`src/design/lrd_pkg.sv`:
```
// ============================================================================
// lrd_pkg: shared types and constants of the log record deframer
// Phase codes, byte role codes, record type codes and the request record
// that travels from the parser front through the queue to the output stage.
// ============================================================================
package lrd_pkg;

    typedef enum logic [3:0] {
        PH_INDEX   = 4'd0,
        PH_TYPE    = 4'd1,
        PH_TIME    = 4'd2,
        PH_SUB     = 4'd3,
        PH_SIZE    = 4'd4,
        PH_SIZE_HI = 4'd5,
        PH_PAYLOAD = 4'd6,
        PH_TEXT    = 4'd7,
        PH_ENDED   = 4'd8
    } phase_t;

    typedef logic [2:0] role_t;

    localparam role_t ROLE_INDEX    = 3'd0;
    localparam role_t ROLE_TYPE     = 3'd1;
    localparam role_t ROLE_TIME     = 3'd2;
    localparam role_t ROLE_SUBTYPE  = 3'd3;
    localparam role_t ROLE_SIZE     = 3'd4;
    localparam role_t ROLE_PAYLOAD  = 3'd5;
    localparam role_t ROLE_TEXT_END = 3'd6;
    localparam role_t ROLE_IGNORED  = 3'd7;

    localparam logic [7:0] TYPE_TEXT_TS    = 8'd0;
    localparam logic [7:0] TYPE_TEXT       = 8'd1;
    localparam logic [7:0] TYPE_BIN8_TS    = 8'd2;
    localparam logic [7:0] TYPE_BIN8       = 8'd3;
    localparam logic [7:0] TYPE_BIN16_TS   = 8'd4;
    localparam logic [7:0] TYPE_BIN16      = 8'd5;

    localparam logic [15:0] TIME_BYTES  = 16'd8;
    localparam logic [31:0] END_INDEX   = 32'hFFFF_FFFF;
    localparam logic [15:0] OFFSET_MAX  = 16'hFFFF;

    // One classified byte; ctx marks bytes that carry the record context.
    typedef struct packed {
        role_t       role;
        logic [7:0]  value;
        logic [31:0] index;
        logic [7:0]  rtype;
        logic        ctx;
        logic [7:0]  subtype;
        logic [15:0] length;
        logic [15:0] offset;
        logic        last;
        logic        eol;
        logic        unk;
    } byte_req_t;

    function automatic logic type_has_time(input logic [7:0] t);
        return (t == TYPE_TEXT_TS) || (t == TYPE_BIN8_TS) || (t == TYPE_BIN16_TS);
    endfunction

endpackage

```
`src/design/lrd_front.sv`:
```
// ============================================================================
// lrd_front: record parser
// Tracks the record phase and classifies each accepted byte into a request.
// ============================================================================
module lrd_front
    import lrd_pkg::*;
(
    input  logic      aclk,
    input  logic      aresetn,
    input  logic      in_valid,
    output logic      in_ready,
    input  logic [7:0] in_byte,
    input  logic      q_full,
    output logic      q_push,
    output byte_req_t q_req
);

    phase_t      phase_reg, phase_next;
    logic [15:0] count_reg, count_next;
    logic [31:0] shift_reg, shift_next;
    logic [7:0]  type_reg, type_next;
    logic [7:0]  sub_reg, sub_next;
    logic [15:0] len_reg, len_next;

    logic        accept;
    logic [15:0] count_inc;
    logic [16:0] count_inc_wide;
    logic [15:0] len_full;

    assign in_ready = !q_full;
    assign accept   = in_valid && in_ready;
    assign q_push   = accept;

    assign count_inc      = count_reg + 16'd1;
    assign count_inc_wide = {1'b0, count_reg} + 17'd1;
    assign len_full       = {in_byte, len_reg[7:0]};

    always_ff @(posedge aclk) begin
        if (!aresetn) begin
            phase_reg <= PH_INDEX;
            count_reg <= '0;
            shift_reg <= '0;
            type_reg  <= '0;
            sub_reg   <= '0;
            len_reg   <= '0;
        end else if (accept) begin
            phase_reg <= phase_next;
            count_reg <= count_next;
            shift_reg <= shift_next;
            type_reg  <= type_next;
            sub_reg   <= sub_next;
            len_reg   <= len_next;
        end
    end

    always_comb begin
        phase_next = phase_reg;
        count_next = count_reg;
        shift_next = shift_reg;
        type_next  = type_reg;
        sub_next   = sub_reg;
        len_next   = len_reg;

        q_req         = '0;
        q_req.value   = in_byte;
        q_req.ctx     = 1'b1;

        case (phase_reg)
            PH_ENDED: begin
                q_req.role  = ROLE_IGNORED;
                q_req.index = END_INDEX;
                q_req.eol   = 1'b1;
                q_req.ctx   = 1'b0;
            end
            PH_TYPE: begin
                q_req.role = ROLE_TYPE;
                type_next  = in_byte;
                sub_next   = '0;
                len_next   = '0;
                count_next = '0;
                if (type_has_time(in_byte)) begin
                    phase_next = PH_TIME;
                end else if (in_byte == TYPE_TEXT) begin
                    phase_next = PH_TEXT;
                end else if (in_byte == TYPE_BIN8 || in_byte == TYPE_BIN16) begin
                    phase_next = PH_SUB;
                end else begin
                    q_req.last = 1'b1;
                    q_req.unk  = 1'b1;
                    phase_next = PH_INDEX;
                end
            end
            PH_TIME: begin
                q_req.role = ROLE_TIME;
                count_next = count_inc;
                if (count_inc >= TIME_BYTES) begin
                    count_next = '0;
                    phase_next = (type_reg == TYPE_TEXT_TS) ? PH_TEXT : PH_SUB;
                end
            end
            PH_SUB: begin
                q_req.role    = ROLE_SUBTYPE;
                sub_next      = in_byte;
                q_req.subtype = in_byte;
                phase_next    = PH_SIZE;
            end
            PH_SIZE: begin
                q_req.role    = ROLE_SIZE;
                q_req.subtype = sub_reg;
                len_next      = {8'd0, in_byte};
                if (type_reg == TYPE_BIN16_TS || type_reg == TYPE_BIN16) begin
                    phase_next = PH_SIZE_HI;
                end else begin
                    q_req.length = {8'd0, in_byte};
                    count_next   = '0;
                    if (in_byte == 8'd0) begin
                        q_req.last = 1'b1;
                        phase_next = PH_INDEX;
                    end else begin
                        phase_next = PH_PAYLOAD;
                    end
                end
            end
            PH_SIZE_HI: begin
                q_req.role    = ROLE_SIZE;
                q_req.subtype = sub_reg;
                len_next      = len_full;
                q_req.length  = len_full;
                count_next    = '0;
                if (len_full == 16'd0) begin
                    q_req.last = 1'b1;
                    phase_next = PH_INDEX;
                end else begin
                    phase_next = PH_PAYLOAD;
                end
            end
            PH_PAYLOAD: begin
                q_req.role    = ROLE_PAYLOAD;
                q_req.subtype = sub_reg;
                q_req.length  = len_reg;
                q_req.offset  = count_reg;
                if (count_inc_wide >= {1'b0, len_reg}) begin
                    q_req.last = 1'b1;
                    count_next = '0;
                    phase_next = PH_INDEX;
                end else begin
                    count_next = count_inc;
                end
            end
            PH_TEXT: begin
                q_req.offset = count_reg;
                if (in_byte == 8'd0) begin
                    q_req.role = ROLE_TEXT_END;
                    q_req.last = 1'b1;
                    count_next = '0;
                    phase_next = PH_INDEX;
                end else begin
                    q_req.role = ROLE_PAYLOAD;
                    if (count_reg != OFFSET_MAX) begin
                        count_next = count_inc;
                    end
                end
            end
            default: begin
                // index bytes, least significant first
                q_req.role = ROLE_INDEX;
                q_req.ctx  = 1'b0;
                case (count_reg[1:0])
                    2'd0:    shift_next = {24'd0, in_byte};
                    2'd1:    shift_next = {shift_reg[31:16], in_byte, shift_reg[7:0]};
                    2'd2:    shift_next = {shift_reg[31:24], in_byte, shift_reg[15:0]};
                    default: shift_next = {in_byte, shift_reg[23:0]};
                endcase
                q_req.index = shift_next;
                if (count_reg[1:0] == 2'd3) begin
                    count_next = '0;
                    if (shift_next == END_INDEX) begin
                        phase_next = PH_ENDED;
                        q_req.eol  = 1'b1;
                    end else begin
                        phase_next = PH_TYPE;
                    end
                end else begin
                    phase_next = PH_INDEX;
                    count_next = {14'd0, count_reg[1:0]} + 16'd1;
                end
            end
        endcase

        // context fields follow the updated record registers
        if (q_req.ctx) begin
            q_req.index = shift_next;
            q_req.rtype = type_next;
        end
    end

    a_ended_sticky: assert property (@(posedge aclk) disable iff (!aresetn)
        phase_reg == PH_ENDED |=> phase_reg == PH_ENDED)
        else $error("parser left the ended phase");

    a_ignored_eol: assert property (@(posedge aclk) disable iff (!aresetn)
        q_push && q_req.role == ROLE_IGNORED |-> q_req.eol && !q_req.last)
        else $error("ignored byte without end of log");

endmodule

```
`src/design/lrd_queue.sv`:
```
// ============================================================================
// lrd_queue: request queue
// Small register FIFO that decouples the parser from the output stage.
// ============================================================================
module lrd_queue
    import lrd_pkg::*;
#(
    parameter int DEPTH = 4
) (
    input  logic      aclk,
    input  logic      aresetn,
    input  logic      push,
    input  byte_req_t push_req,
    output logic      full,
    input  logic      pop,
    output logic      empty,
    output byte_req_t pop_req
);

    localparam int PW = (DEPTH > 1) ? $clog2(DEPTH) : 1;
    localparam int CW = $clog2(DEPTH + 1);
    localparam logic [PW-1:0] LAST_SLOT = PW'(DEPTH - 1);
    localparam logic [CW-1:0] FULL_COUNT = CW'(DEPTH);

    byte_req_t     slot_reg [DEPTH];
    logic [PW-1:0] wr_ptr_reg, rd_ptr_reg;
    logic [CW-1:0] count_reg;
    logic          do_push, do_pop;

    assign full    = (count_reg == FULL_COUNT);
    assign empty   = (count_reg == '0);
    assign do_push = push && !full;
    assign do_pop  = pop && !empty;
    assign pop_req = slot_reg[rd_ptr_reg];

    always_ff @(posedge aclk) begin
        if (do_push) begin
            slot_reg[wr_ptr_reg] <= push_req;
        end
    end

    always_ff @(posedge aclk) begin
        if (!aresetn) begin
            wr_ptr_reg <= '0;
            rd_ptr_reg <= '0;
            count_reg  <= '0;
        end else begin
            if (do_push) begin
                wr_ptr_reg <= (wr_ptr_reg == LAST_SLOT) ? '0 : wr_ptr_reg + PW'(1);
            end
            if (do_pop) begin
                rd_ptr_reg <= (rd_ptr_reg == LAST_SLOT) ? '0 : rd_ptr_reg + PW'(1);
            end
            case ({do_push, do_pop})
                2'b10:   count_reg <= count_reg + CW'(1);
                2'b01:   count_reg <= count_reg - CW'(1);
                default: count_reg <= count_reg;
            endcase
        end
    end

    a_count_bound: assert property (@(posedge aclk) disable iff (!aresetn)
        count_reg <= FULL_COUNT)
        else $error("queue count above depth");

    a_push_grows: assert property (@(posedge aclk) disable iff (!aresetn)
        do_push && !do_pop |=> !empty)
        else $error("queue empty after push");

endmodule

```
`src/design/lrd_back.sv`:
```
// ============================================================================
// lrd_back: output stage
// Takes requests from the queue, expands them into result fields and holds
// them in the output register until the receiver takes them.
// ============================================================================
module lrd_back
    import lrd_pkg::*;
(
    input  logic        aclk,
    input  logic        aresetn,
    input  logic        q_empty,
    input  byte_req_t   q_req,
    output logic        q_pop,
    output logic        out_valid,
    input  logic        out_ready,
    output logic [2:0]  out_role,
    output logic [7:0]  out_value,
    output logic [31:0] out_index,
    output logic [7:0]  out_type,
    output logic        out_has_time,
    output logic [7:0]  out_subtype,
    output logic [15:0] out_length,
    output logic [15:0] out_offset,
    output logic        out_last,
    output logic        out_eol,
    output logic        out_unk
);

    logic        valid_reg;
    byte_req_t   req_reg;
    logic        time_reg;
    logic        load;

    assign load  = !q_empty && (!valid_reg || out_ready);
    assign q_pop = load;

    always_ff @(posedge aclk) begin
        if (!aresetn) begin
            valid_reg <= 1'b0;
        end else if (load) begin
            valid_reg <= 1'b1;
        end else if (out_ready) begin
            valid_reg <= 1'b0;
        end
    end

    // payload needs no reset
    always_ff @(posedge aclk) begin
        if (load) begin
            req_reg  <= q_req;
            time_reg <= q_req.ctx && type_has_time(q_req.rtype);
        end
    end

    assign out_valid    = valid_reg;
    assign out_role     = req_reg.role;
    assign out_value    = req_reg.value;
    assign out_index    = req_reg.index;
    assign out_type     = req_reg.rtype;
    assign out_has_time = time_reg;
    assign out_subtype  = req_reg.subtype;
    assign out_length   = req_reg.length;
    assign out_offset   = req_reg.offset;
    assign out_last     = req_reg.last;
    assign out_eol      = req_reg.eol;
    assign out_unk      = req_reg.unk;

endmodule

```
`src/design/log_record_deframer_core.sv`:
```
// ============================================================================
// log_record_deframer_core: labels each byte of a log record stream
// Parser front, request queue and output register, joined by valid/ready.
// ============================================================================
// Usage:
//   s_valid/s_ready/s_data_byte carry the raw log stream, one byte per
//   request. m_valid/m_ready carry one labeled result per input byte, in
//   order: role, the byte itself, and the context of the record it is in
//   (index, type, timestamp flag, subtype, declared length, offset within
//   payload or text, record end, end of log, unknown type).
//   Throughput is one byte per cycle while the queue is not full. The
//   per-byte decision is a single phase update in the parser front, so
//   bytes can follow back to back. The accept edge writes the request into
//   the queue; the output register loads it from there once the register is
//   free, and m_valid rises when it holds the result.
//   When the receiver stalls, the output register holds its result and the
//   queue absorbs up to QUEUE_DEPTH more bytes; s_ready drops only once the
//   queue is full.
//   After an index of all ones every further byte is reported as ignored
//   until reset. Reset (aresetn low, synchronous) returns the parser to the
//   first index byte, empties the queue and clears m_valid.
// ============================================================================
module log_record_deframer_core
    import lrd_pkg::*;
#(
    parameter int QUEUE_DEPTH = 4
) (
    input  logic        aclk,
    input  logic        aresetn,
    input  logic        s_valid,
    output logic        s_ready,
    input  logic [7:0]  s_data_byte,
    output logic        m_valid,
    input  logic        m_ready,
    output logic [2:0]  m_byte_role,
    output logic [7:0]  m_byte_value,
    output logic [31:0] m_record_index,
    output logic [7:0]  m_record_type,
    output logic        m_has_time,
    output logic [7:0]  m_record_subtype,
    output logic [15:0] m_payload_length,
    output logic [15:0] m_payload_offset,
    output logic        m_record_last,
    output logic        m_end_of_log,
    output logic        m_unknown_type
);

    byte_req_t push_req, pop_req;
    logic      push, pop, q_full, q_empty;

    // Front: classify each byte and advance the record phase.
    lrd_front u_front (
        .aclk     (aclk),
        .aresetn  (aresetn),
        .in_valid (s_valid),
        .in_ready (s_ready),
        .in_byte  (s_data_byte),
        .q_full   (q_full),
        .q_push   (push),
        .q_req    (push_req)
    );

    // Queue: hold classified requests while the receiver stalls.
    lrd_queue #(
        .DEPTH (QUEUE_DEPTH)
    ) u_queue (
        .aclk     (aclk),
        .aresetn  (aresetn),
        .push     (push),
        .push_req (push_req),
        .full     (q_full),
        .pop      (pop),
        .empty    (q_empty),
        .pop_req  (pop_req)
    );

    // Back: expand requests into result fields and drive the result channel.
    lrd_back u_back (
        .aclk         (aclk),
        .aresetn      (aresetn),
        .q_empty      (q_empty),
        .q_req        (pop_req),
        .q_pop        (pop),
        .out_valid    (m_valid),
        .out_ready    (m_ready),
        .out_role     (m_byte_role),
        .out_value    (m_byte_value),
        .out_index    (m_record_index),
        .out_type     (m_record_type),
        .out_has_time (m_has_time),
        .out_subtype  (m_record_subtype),
        .out_length   (m_payload_length),
        .out_offset   (m_payload_offset),
        .out_last     (m_record_last),
        .out_eol      (m_end_of_log),
        .out_unk      (m_unknown_type)
    );

    a_ignored_index: assert property (@(posedge aclk) disable iff (!aresetn)
        m_valid && m_byte_role == ROLE_IGNORED |-> m_record_index == END_INDEX)
        else $error("ignored byte without end marker index");

endmodule
```
`config.mk`:
```
export PLATFORM = sky130hd
export DESIGN_NAME = log_record_deframer_core
export DESIGN_NICKNAME = d
export VERILOG_FILES = /design/src/design/lrd_pkg.sv /design/src/design/lrd_front.sv /design/src/design/lrd_queue.sv /design/src/design/lrd_back.sv /design/src/design/log_record_deframer_core.sv
export SDC_FILE = /design/constraint.sdc
export NUM_CORES = 1
export LEC_CHECK = 0
export BUFFER_PORTS_ARGS = -buffer_cell sky130_fd_sc_hd__clkbuf_2
export CAP_MARGIN = 10
export CORE_ASPECT_RATIO = 0.7
export CORE_MARGIN = 10
export CORE_UTILIZATION = 50
export DETAILED_ROUTE_END_ITERATION = 6
export PLACE_DENSITY_LB_ADDON = 0.08
export RECOVER_POWER = 25
export SLEW_MARGIN = 20
export SYNTH_ARGS = -nofsm -noshare
export SYNTH_HDL_FRONTEND = slang
export SYNTH_SLANG_ARGS = --single-unit
```
`constraint.sdc`:
```
create_clock -name aclk -period 13.4 [get_ports aclk]
set_clock_uncertainty 0.05 [all_clocks]
set_input_delay 0.67 -clock aclk [delete_from_list [all_inputs] [get_ports aclk]]
set_output_delay 0.67 -clock aclk [all_outputs]
set_load 0.005 [all_outputs]
```
---- Yosys cells after proc, flatten, opt, wreduce, memory -nomap -nowiden ----
Memory sizes are Yosys's and may differ from the RTL's. A register that Yosys moved wholly into a read port is not among the register bits.
Index checks and enable logic that the tools add are counted.
storage, ports and cells
  register bits after elaboration ......... 187
  memory bits (writable) .................. 380
  input port bits ......................... 12
  output and inout bits ................... 97
  logic and storage cells ................. 161
  memories kept ........................... 1
memories
  name              words  width  read ports  clocked after memory_dff  wr ports  line             source
  u_queue.slot_reg  4      95     1           1                         1         lrd_queue.sv:25  byte_req_t slot_reg [DEPTH];
cells by class
  add/subtract/negate cells ............... 7
  order comparisons ....................... 2
  equality and inequality tests ........... 32
  muxes and demuxes ....................... 56
  bitwise operators ....................... 3
  reduce and logical (&&, ||, !) cells .... 38
operators with widths
  cell                   count
  $mux 16                7
  $pmux 16 s3            2
  $pmux 16 s6            1
  $pmux 32 s3            1
  $mux 32                2
  $pmux 32 s2            1
  $eq 8x3->1 const B     5
  $mux 40                1
  $eq 32x32->1 const B   1
  $pmux 4 s8             1
  $pmux 8 s2             2
  $eq 8x2->1 const B     3
  $logic_not 8->1        3
  $mux 4                 6
  $pmux 3 s7             1
  $add 16x1->17 const B  1
  $ge 17x16->1           1
  $add 16x1->16 const B  1
  $eq 4x3->1 const B     4
  $ge 16x4->1 const B    1
  $logic_not 16->1       1
  $mux 8                 2
  $ne 16x16->1 const B   1
  $mux 1                 15
  35 further kinds       74

---- Logic depth before layout (Yosys ltp) ----
  depth in word-level cells ............... 7
  gate-level depth with buffers ........... 15
  depth with buffers taken out ............ 13

---- Hierarchy ----
Synthesis repeated with hierarchy kept, for this count alone.
second synthesis, totals
  cell total of the unflattened synthesis .. 1530
  area total of the unflattened synthesis .. 23435.0 um^2
modules (own cells, without submodules)
  module     times used  cells each  area each (um^2)  sequential area each (um^2)
  lrd_queue  1           553         14239.9           11591.1
  lrd_front  1           874         6278.5            1681.6
  lrd_back   1           103         2916.5            2872.8

---- Least setup slack after synthesis ----
No wires, ideal clock.
  kind .................................... in2reg
  from .................................... input port m_ready
  to ...................................... register u_queue.count_reg[2]
  library setup time ...................... 0.070 ns
  data arrival time ....................... 7.334 ns
  required time ........................... 13.280 ns
  path slack .............................. 5.945 ns
  stages .................................. 8
  buffers on the path ..................... 0
  cell sequence ........................... inv_1 > a21oi_1 > ha_1 > inv_1 > fa_1 > xor2_1 > or3_1 > a21oi_1
on the way
  longest elaborated chain between the ends .. 5
  elaborated cells between the ends (all ways) .. 7
  classes of those cells .................. 2 x eq/ne; 1 x mux; 4 x reduce/logical
RTL lines
  element                                                 line                            source
  start: declaration                                      log_record_deframer_core.sv:34  input logic m_ready,
  $logic_or 1x1->1 (*)                                    lrd_back.sv:34                  assign load = !q_empty && (!valid_reg || out_ready);
  $logic_and 1x1->1 (*)                                   lrd_back.sv:34
  net pop                                                 log_record_deframer_core.sv:49  logic push, pop, q_full, q_empty;
  $logic_and 1x1->1 (*)                                   lrd_queue.sv:33                 assign do_pop = pop && !empty;
  $eq 2x1->1 / $eq 2x2->1 (equally long branches)         lrd_queue.sv:54                 case ({do_push, do_pop})
  $pmux 3 s2 / $reduce_bool 2->1 (equally long branches)  n/a
  end signal: assignment                                  lrd_queue.sv:55                 2'b10: count_reg <= count_reg + CW'(1);
  end signal: assignment                                  lrd_queue.sv:56                 2'b01: count_reg <= count_reg - CW'(1);
  end signal: assignment                                  lrd_queue.sv:57                 default: count_reg <= count_reg;
  end: declaration                                        lrd_queue.sv:27                 logic [CW-1:0] count_reg;
Mark *: on every way through the listed nets, which the timed path passes. The rest lies on a longest branch.
A chain may end at the register's enable or synchronous reset.

==> flow_summary_export.csv <==
group,metric,value,unit
power_and_ir_drop,p_sw,1600,uW
placed_design,dp_slack,9.33,ns
sta,period_share,0.321,
synthesis,synth.distinct_cells,69,
layout,drive_gt1_frac,0.150,
global_route,grt_pass1_vias,12700,
outcome,violations,"capacitance limit, slew limit",
layout,fin_nets,1587,
synthesis,synth_flop_cell,"edfxtp_1",
critical_path,startpoint_type,"primary input",
floorplan,core,45000,um^2
synthesis,yosys_warnings,0,
global_route,globalRouteTotalUtil,0.189,
clock_tree,root_buffer,"clkbuf_16",
power_and_ir_drop,p_leak,0.00852,uW
layout,most-common-layout-cells,"475 x edfxtp_1, 111 x nand2_1, 107 x nor2_1",
critical_path,r2r_setup_slack,9.23,ns
synthesis,synth_enable_flop_cells,475,
routing,vias_per_cell,5.91,
sta,setup_viol,0,
clock_tree,clock_path_buffers,3,
clock_tree,clk_latency,0.59,ns
sta,rsz0062_at_grt,"no",
layout,largest_reg_flops,380,
synthesis,seq_area_frac_synth,0.710,
clock_tree,post_cts_buffers,0,
layout,diodes,0,
sta,maxSlewViolCount,305,
synthesis,synthTopCellsByArea,"edfxtp_1 63%, mux4_2 9.4%, dfxtp_1 8.3%",
power_and_ir_drop,p_comb_frac,0.235,
sta,tns,0,ns
critical_path,critical_path.max_stage_delay,3.22,ns
clock_tree,cts_resized,0,
floorplan,die_width,275,um
clock_tree,htree_levels,2,
floorplan,rows,65,
routing,drt-pass1-iter-count,5,
synthesis,synthArstFlopShare,0,
critical_path,worst-path-buf-inv,3,
worst_hold_path,hold-path-endpoint,"u_back.out_valid$_SDFFE_PN0P_",
synthesis,yosysTopAreaCell,"edfxtp_1",
critical_path,crit_required,13.61,ns
power_and_ir_drop,p_seq_frac,0.481,
sta,setup_slack,9.10,ns
power_and_ir_drop,switching_share,0.297,
synthesis,synth_area_per_cell,15.7,um^2
power_and_ir_drop,intPower,3800,uW
power_and_ir_drop,total_power,5400,uW
critical_path,reg2regPathDepth,11,
critical_path,critical_path_arrival,4.51,ns
routing,via_count,13000,
critical_path,critPathKind,"primary input to register",
sta,timing.final.hold_violations,0,
synthesis,synth_area,22700,um^2
critical_path,critical-path-top-delay-family,"buffers and inverters",
clock_tree,numCtsBuffers,52,
outcome,status,"finished, violations left",
placed_design,io_buffers,108,
placed_design,place.gp.congestion,0.858,
routing,wire_per_inst,23.7,um
critical_path,cp_cell_sequence,"clkbuf_1, clkinv_1, clkbuf_1, nor2_1",
floorplan,die_area,54500,um^2
floorplan,top_level_ports,109,
critical_path,worstSetupEndpointType,"register",
synthesis,synthCells,1451,
clock_tree,cts.sinks,569,
synthesis,ys_ff_latch,569,
worst_hold_path,min_path_type,"primary input to register",
sta,max_freq,0.232,GHz
floorplan,initial_utilization,0.505,
synthesis,synth_top_area_share,0.627,
critical_path,worstPathMaxFanout,90,
routing,drt_drc_violations_left,0,
global_route,grt_pass1_wl,78.8,mm
power_and_ir_drop,powerDensity,212,nW/um^2
sta,period_needed,4.30,ns
placed_design,dpl.hpwl,31.8,mm
layout,final_common_cell,"edfxtp_1",
flow_run,drv_cap,6,
routing,drt-total-wl,52.0,mm
global_route,antenna_found_initial,0,
routing,ant_nets,0,
power_and_ir_drop,ir_drop,0.191,mV
clock_tree,cts_tree,"yes",
sta,slew-limit-headroom,-2.08,
layout,area_growth,12.2,%
sta,worst_pin_slew,4.63,ns
worst_hold_path,hold_path_depth,4,
global_route,gr-total-overflow,0,
critical_path,path_common_cell,"clkbuf_1",
clock_tree,cts.clk_slew.worst_paths,0.06,ns
synthesis,synth_nets,1490,
critical_path,cp_slowest_cell,"clkbuf_1",
global_route,grt_max_degree,91,
clock_tree,hold_buffers,0,
critical_path,r2r-start,"u_front.count_reg[0]$_SDFFE_PN0P_",
routing,drtIter0Drc,1264,
floorplan,die_h,198,um
critical_path,worstReg2RegEnd,"u_queue.slot_reg[2][2]$_DFFE_PP_",
power_and_ir_drop,p_clk_frac,0.284,
worst_hold_path,hold_start,"m_ready",
## power groups by stage
stage	combinational, uW	clock (uW)	sequential [uW]
3_5_place_dp	1310	0	2630
3_3_place_gp	1300	0	2620
5_1_grt	1390	1630	2640
4_1_cts	1320	1570	2590
6_report	1270	1530	2600
2_1_floorplan	808	0	2630
## how the worst max path moves through the flow
stage / from / endpoint / cells past startpoint
after floorplan: m_ready / u_queue.count_reg[2]$_SDFFE_PN0P_ / 8
after global placement: u_front.count_reg[0]$_SDFFE_PN0P_ / u_front.count_reg[13]$_SDFFE_PN0P_ / 13
after detailed placement: u_front.count_reg[0]$_SDFFE_PN0P_ / u_queue.slot_reg[2][2]$_DFFE_PP_ / 11
after CTS: u_front.count_reg[0]$_SDFFE_PN0P_ / u_queue.slot_reg[1][2]$_DFFE_PP_ / 11
after global routing: aresetn / u_queue.rd_ptr_reg[0]$_SDFFE_PN0P_ / 4
final: aresetn / register / 4
## kinds of logic (layout without fill, tap and decap cells)
family / count (synthesis) / after routing / synth area share
simple gates: 359 / 359 / 0.0746
mux: 109 / 109 / 0.100
fa+ha+maj: 27 / 27 / 0.0152
flops: 569 / 569 / 0.710
xor+xnor: 19 / 19 / 0.00732
compound gates: 242 / 242 / 0.0701
buf+inv: 126 / 267 / 0.0222
## synthesized netlist by cell type, types with 3 or more instances
cell type and count:
a211oi_1 19, a21o_1 3, a21oi_1 79, a22oi_1 40
a31oi_1 4, a32oi_1 8, and2_1 15, and3_1 21
and4_1 4, buf_1 11, buf_2 16, clkbuf_1 59
dfxtp_1 94, edfxtp_1 475, ha_1 26, inv_1 37
mux2i_1 13, mux4_2 95, nand2_1 111, nand2b_1 3
nand3_1 26, nand4_1 11, nor2_1 108, nor2b_1 8
nor3_1 13, nor3b_1 3, nor4_1 8, nor4b_1 3
o211ai_1 14, o21ai_0 31, o21ai_1 4, o22a_1 8
o32ai_1 8, or2_2 10, or3_1 4, xnor2_1 10
xor2_1 9
## tightest hold or removal path: stages
cell      delay [ns]
clkbuf_2        0.07
inv_1           0.06
nand2_1         0.07
a21oi_1         0.05
## cell type report
cell class / instances / area [um^2]
fillers: 3560 / 19500
flip-flops and latches: 569 / 16200
multi-input cells: 756 / 6120
clock buffers: 70 / 1430
well taps: 603 / 754
repair buffers: 131 / 579
clock inverters: 28 / 329
inverters: 38 / 143
## stage by stage
step           hold slack, ns  cell area (um^2)  instances   util
2_1_floorplan           0.387             22700       1451      -
3_3_place_gp            0.392             23900       2097  0.531
3_5_place_dp            0.397             23900       2097  0.531
4_1_cts                 0.321             25700       2195  0.571
5_1_grt                 0.359             25500       2195  0.567
6_report                0.337             25500       2195  0.567
## routing by layer
layer / wire (um) / track usage
met1: 25200 / 0.291
met2: 22400 / 0.272
met3: 3500 / 0.0373
met4: 888 / 0.0424
met5: 0 / 0
Note: power is estimated with default switching activity, not from simulation.
